File: config.mk
export PLATFORM = sky130hd
export DESIGN_NAME = alpl_div
export DESIGN_NICKNAME = d
export VERILOG_FILES = /design/src/rtl/core/alpl_pkg.sv /design/src/rtl/core/alpl_div.sv
export SDC_FILE = /design/constraint.sdc
export NUM_CORES = 1
export LEC_CHECK = 0
export BUFFER_PORTS_ARGS = -buffer_cell sky130_fd_sc_hd__buf_2
export CORE_UTILIZATION = 25
export DETAILED_ROUTE_END_ITERATION = 8
export GPL_ROUTABILITY_DRIVEN = 0
export PLACE_DENSITY = 0.42
export REMOVE_ABC_BUFFERS = 1
export SETUP_SLACK_MARGIN = 0.1
export SYNTH_ARGS = -nofsm -noshare
export SYNTH_HDL_FRONTEND = slang
export SYNTH_SLANG_ARGS = --single-unit
export TNS_END_PERCENT = 50
File: constraint.sdc
create_clock -name clk -period 7.6 [get_ports clk]
set_clock_uncertainty 0.1 [all_clocks]
set_input_delay 1.14 -clock clk [delete_from_list [all_inputs] [get_ports clk]]
set_output_delay 1.14 -clock clk [all_outputs]
set_load 0.05 [all_outputs]
File: src/rtl/core/alpl_pkg.sv
// ----------------------------------------------------------------------------
// alpl_pkg
// Shared types and codes for the arc-length parameter lookup block.
// ----------------------------------------------------------------------------
package alpl_pkg;

	localparam int DistW  = 32;
	localparam int ParamW = 32;
	localparam int StatW  = 3;

	// command codes
	localparam logic CMD_WRITE = 1'b0;
	localparam logic CMD_QUERY = 1'b1;

	// register indexes
	localparam logic [1:0] REG_TOTAL_LENGTH = 2'd0;
	localparam logic [1:0] REG_ENTRY_COUNT  = 2'd1;
	localparam logic [1:0] REG_EPSILON      = 2'd2;

	// result status codes
	localparam logic [StatW-1:0] ST_INTERP   = 3'd0;
	localparam logic [StatW-1:0] ST_FIRST    = 3'd1;
	localparam logic [StatW-1:0] ST_LAST     = 3'd2;
	localparam logic [StatW-1:0] ST_EMPTY    = 3'd3;
	localparam logic [StatW-1:0] ST_ZERO_LEN = 3'd4;
	localparam logic [StatW-1:0] ST_WRITE    = 3'd5;

	typedef enum logic [3:0] {
		S_IDLE,
		S_WRAP,
		S_CHK,
		S_CMP,
		S_POST,
		S_RDP,
		S_RDA,
		S_RDB,
		S_MUL,
		S_DIV,
		S_DIVW
	} state_t;

	typedef struct packed {
		logic start;
		logic done;
	} div_ctl_t;

endpackage

File: src/rtl/core/alpl_div.sv
// ----------------------------------------------------------------------------
// alpl_div
// Restoring radix-2 divider, 64/32, one quotient bit per cycle.
// Caller guarantees dividend[63:32] < divisor.
// ----------------------------------------------------------------------------
module alpl_div (
	input  logic                clk,
	input  logic                arst_n,
	input  alpl_pkg::div_ctl_t  ctl_in,
	input  logic [63:0]         dividend,
	input  logic [31:0]         divisor,
	output alpl_pkg::div_ctl_t  ctl_out,
	output logic [31:0]         quotient,
	output logic [31:0]         remainder
);
	import alpl_pkg::*;

	logic [63:0] acc_q;
	logic [31:0] div_q;
	logic [5:0]  cnt_q;
	logic        run_q;
	logic        done_q;
	logic [64:0] sh;
	logic [32:0] top;
	logic        ge;

	always_comb begin
		sh  = {acc_q, 1'b0};
		ge  = sh[64:32] >= {1'b0, div_q};
		top = ge ? (sh[64:32] - {1'b0, div_q}) : sh[64:32];
	end

	always_ff @(posedge clk or negedge arst_n) begin
		if (!arst_n) begin
			run_q  <= 1'b0;
			done_q <= 1'b0;
			cnt_q  <= '0;
		end else begin
			done_q <= 1'b0;
			if (ctl_in.start) begin
				run_q <= 1'b1;
				cnt_q <= '0;
			end else if (run_q) begin
				cnt_q <= cnt_q + 6'd1;
				if (cnt_q == 6'd31) begin
					run_q  <= 1'b0;
					done_q <= 1'b1;
				end
			end
		end
	end

	always_ff @(posedge clk) begin
		if (ctl_in.start) begin
			acc_q <= dividend;
			div_q <= divisor;
		end else if (run_q) begin
			acc_q <= {top[31:0], sh[31:1], ge};
		end
	end

	assign ctl_out.start = run_q;
	assign ctl_out.done  = done_q;
	assign quotient      = acc_q[31:0];
	assign remainder     = acc_q[63:32];

endmodule

Word-level counts from Yosys, hierarchy flattened
Cells that the tools add are included.

word-level totals
  register bits after elaboration = 104
  output and inout bits = 66

cells by class
  $add $sub $neg = 2
  order comparisons = 1
  equality and inequality tests = 1
  mux-type cells = 11
  reduce and logical (&&, ||, !) cells = 1

operators by type and width
  cell                                           count
  2-to-1 mux 64 bit                              2
  greater-or-equal comparator 33 x 32 -> 1 bit   1
  2-to-1 mux 32 bit                              1
  subtractor 32 bit                              1
  2-to-1 mux 6 bit                               2
  adder 6 x 1 -> 6 bit, second input constant    1
  == test 6 x 5 -> 1 bit, second input constant  1
  2-to-1 mux 1 bit                               6
  nonzero test 2 bit                             1

Logic depth before layout (Yosys ltp)
  depth in word-level cells = 4
  depth in mapped cells = 13
  gate-level depth less buffers = 12

Worst setup path before layout
No wires, ideal clock.

  path kind = input -> register
  start point = input port ctl_in[1] (netlist bit)
  end point = register acc_q[0] (enable)
  setup time = 0.418 ns
  data arrival time = 3.315 ns
  data required time = 7.082 ns
  path slack = 3.766 ns
  stages = 5
  path through = clkbuf_1 clkbuf_1 buf_1 nor2_1 inv_1

between the ends
  word-level cells in the longest chain between the ends = 1

RTL lines
  element                              line            source
  start, declared                      alpl_div.sv:9   input alpl_pkg::div_ctl_t ctl_in,
  nonzero test 2 bit (no source line)  -
  end signal, assigned                 alpl_div.sv:55  acc_q <= dividend;
  end signal, assigned                 alpl_div.sv:58  acc_q <= {top[31:0], sh[31:1], ge};
  end, declared                        alpl_div.sv:18  logic [63:0] acc_q;

No other way between the ends.
A chain may end at the register's enable or synchronous reset.

Worst setup path in the final report
  start point = register acc_q[43]
  end point = register acc_q[37] (data pin)

between the ends
  word-level cells in the longest chain between the ends = 4

RTL lines
  element                                       line            source
  greater-or-equal comparator 33 x 32 -> 1 bit  alpl_div.sv:29  ge = sh[64:32] >= {1'b0, div_q};
  2-to-1 mux 32 bit                             alpl_div.sv:30  top = ge ? (sh[64:32] - {1'b0, div_q}) : sh[64:32];
  2-to-1 mux 64 bit                             alpl_div.sv:57  end else if (run_q) begin
  2-to-1 mux 64 bit                             alpl_div.sv:54  if (ctl_in.start) begin

No other way between the ends. The select of a mux whose other input is x is not followed.

==> results by group <==
Yosys
  • Synth Flop Type: edfxtp_1
  • YS warnings: 0
  • Seq/Total Area, Yosys: 48.2%
  • Distinct cell type count after synthesis: between 60 and 70
  • Gate Count Post-Synth: around 560
  • Area of the mapped netlist: roughly 0.0064 mm^2
  • Area fraction of the dominant cell type after synthesis: a little under half
  • Top post-synthesis cells by area: edfxtp_1, mux2_2, ha_1
  • Dominant cell type by area after synthesis: edfxtp_1
  • Async SR Flop Fraction: under 10%
  • Synth Register Bits: 104
  • Post-synth EDFFs: 96
  • Mean Syn Cell Area: between 10 and 15 um^2

Global route
  • Gr busiest metal: met2
  • Vias in the first global route: between 4,000 and 5,000
  • First-pass GRT wire length: 25.2 mm
  • Initial antenna violation count: 3
  • Largest net degree at the start of global routing: between 60 and 70
  • Met3 Track Usage GR: 3.86%
  • Grt met1 use: about 14%
  • Global routing usage on met2: between 20% and 30%
  • Global route total overflow: 0
  • Total GRT Usage: between 10 and 15%

Critical path
  • CP Data Arrival Time: 3.92 ns
  • Critical-path top delay cell: o21ai_4
  • R2r endpoint: acc_q[37]
  • Crit-path max cell delay: 0.59 ns
  • Crit-path max FO: 19
  • CP most frequent cell: mux2_2
  • CP endpoint kind: flip-flop
  • Critical path class: reg -> reg
  • Cell Chain, Critical Path: ha_1, nand2_1, a21oi_1, nor2b_1, o21bai_2, o31a_4, o21ai_4, buf_4, mux2_2, mux2_2
  • R2R setup slack: 3.70 ns
  • Reg2Reg Depth: 10
  • Startpoint types: flip-flop
  • RR Startpoint: acc_q[43]
  • Worst setup path startpoint: acc_q[43]
  • Worst path required time: ~7.6 ns

Route
  • Via/cell ratio: ~4.6
  • Pre-antenna DRT Iters: 6
  • DR WL/cell: around 15 um
  • # DRC: 0
  • Routed via count: about 4,800
  • Final wirelength: 16.2 mm
  • Post-route ant nets: 0
  • DR iter-0 viols: approximately 190

Die
  • Row cnt: 58
  • DIE WIDTH: about 160 um
  • Die Y: approximately 160 um
  • I/O pin count: 166
  • Initial Util: between 20% and 30%
  • Die Area: between 0.02 and 0.03 mm^2
  • Core area: roughly 0.025 mm^2

Timing
  • Final Cycle Share: between 50 and 60%
  • Minimum clock period: 3.90 ns
  • Final hold slack: 0.452 ns
  • Pins Over Slew Limit: 0
  • Final Hold Violating Endpoints: 0
  • Setup violations, final: 0
  • Worst setup margin: between 3 and 4 ns
  • FMAX: roughly 260 MHz
  • Worst slew margin: about two fifths
  • Worst-margin pin slew: ~0.93 ns
  • Unrepaired setup endpoints after global routing: no
  • Sum Neg Setup Slack: 0 ns

CTS
  • TritonCTS Buffers: 9
  • Longest Clk Path Bufs: 2
  • # clock sinks: around 100
  • Clock Latency Late Sink: 0.36 ns
  • CTS tree: yes
  • Setup bufs post-CTS: 0
  • Root Driver: clkbuf_16
  • Clk slew on worst S/H paths: about 0.08 ns
  • Post-CTS Resized: 0
  • Max H-tree Level: 3
  • Hold Buf Count CTS: 0

Outcome
  • Status: finished, final reports clean

Min path
  • Hold path endpoint: cnt_q[4]
  • Min-delay src: cnt_q[4]
  • Worst hold path class: reg -> reg
  • Hold Crit Depth: 2

Place
  • Pre-CTS WS: between 3 and 4 ns
  • Detail Placement HPWL: around 12 mm
  • Count of input and output buffers: 164

Finish
  • Share of layout cells above drive strength 1: around 37%
  • Layout area overhead: 21.9%
  • Nets: around 850

Pwr
  • Leakage Power: between 3 and 4 nW
  • Max IR drop VDD: about 0.13 mV
  • Tot Pwr: between 0.003 and 0.004 W
  • Pwr dens: 407 mW/mm^2

Run
  • Maxcap violations: 0
## per-stage QoR
step | instance area (um^2) | std cells | util (%)
6_report | 7800 | 1051 | 31.0
5_1_grt | 7800 | 1050 | 31.0
4_1_cts | 7790 | 1049 | 31.0
3_5_place_dp | 7510 | 1033 | 29.8
3_3_place_gp | 7510 | 1033 | 29.8
2_1_floorplan | 6250 | 535 | -
## kinds of logic after synthesis
group	synth area share [%]
AOI/OAI and AO/OA	13.9
and+or+nand+nor	9.05
DFF	48.2
muxes	13.3
buffers and inverters	5.14
adders and majority gates	6.76
xor gates and xnor gates	3.70
## layout by cell type (no fill, tap or decap), types with 4 or more instances in the layout
cell type  count
a21o_1        11
nand3_1        8
nand2_1       42
o21ai_1        5
o211ai_1       7
a211oi_1       7
mux2_2        68
a31oi_1        4
inv_1         46
nor3b_1        6
edfxtp_1      96
dfrtp_1        8
ha_1          33
nor2_1        27
mux2i_1        6
a221o_1        4
clkbuf_16      9
buf_2        163
xnor2_1       18
buf_4          5
nor3_1         6
o31ai_1        5
a21oi_1       33
o21a_1         7
xor2_1         9
nor2b_1        5
nand4_1       12
o21ai_0       18
## worst max-delay path by stage
stage	endpoint	depth (start not counted)	slack (ns)
after floorplan	acc_q[35]	9	4.04
after global placement	acc_q[37]	10	3.67
after detailed placement	acc_q[37]	10	3.67
after CTS	acc_q[37]	10	3.64
after global routing	acc_q[35]	10	3.49
final	acc_q[37]	10	3.70
## where the power goes
part           internal [W]  switching, W
clock              0.000229      0.000232
sequential         0.000790     0.0000857
combinational      0.000693       0.00115
total               0.00171       0.00146
## metal layers
layer  vias up  share of wire (%)
li1       2388                  -
met1      2303                 43
met2       119                 50
met3        17                6.1
met4         2                1.3
met5         -              0.068
## cell type report
cell class / instances / area, um^2
clock inverters: 6 / 51.3
clock buffers: 10 / 229
repair buffers: 168 / 853
fillers: 2657 / 17400
well taps: 330 / 413
diodes: 2 / 5.00
flip-flops and latches: 104 / 3080
multi-input cells: 384 / 2990
inverters: 47 / 176
## registers in the layout, indices dropped and copies added (netlist names)
register  flops
cnt_q         6
acc_q        64
run_q         1
done_q        1
div_q        32
## synthesized netlist by cell type (2+ instances only)
cell type	n
nor3b_1	6
o21bai_1	3
a31oi_1	4
buf_2	6
nand4_1	12
nor2b_1	5
o21a_1	7
a21oi_1	33
a221oi_1	2
o211ai_1	7
nand3_1	8
clkbuf_1	15
nor3_1	6
nor2_1	27
a21oi_2	3
or2_2	3
inv_1	47
xnor2_1	18
a211oi_1	7
buf_6	2
o21ai_1	5
edfxtp_1	96
or3_1	2
nand2b_1	3
mux2_1	2
dfrtp_1	8
o31ai_1	5
o21ai_0	18
a2111oi_2	2
a221o_1	4
nand3b_1	2
ha_1	33
nand2_1	42
xor2_1	9
mux2i_1	6
nor4_1	2
mux2_2	68
a21o_1	11
buf_4	2
## worst max-delay path, delay by kind of cell, from the launching register on
kind | cells | cell delay (ns)
flops | 1 | 0.42
fa+ha+maj | 1 | 0.53
simple gates | 2 | 0.18
mux | 2 | 0.64
compound gates | 4 | 1.39
buf+inv | 1 | 0.38
No activity file was read; power rests on OpenSTA's default activity.
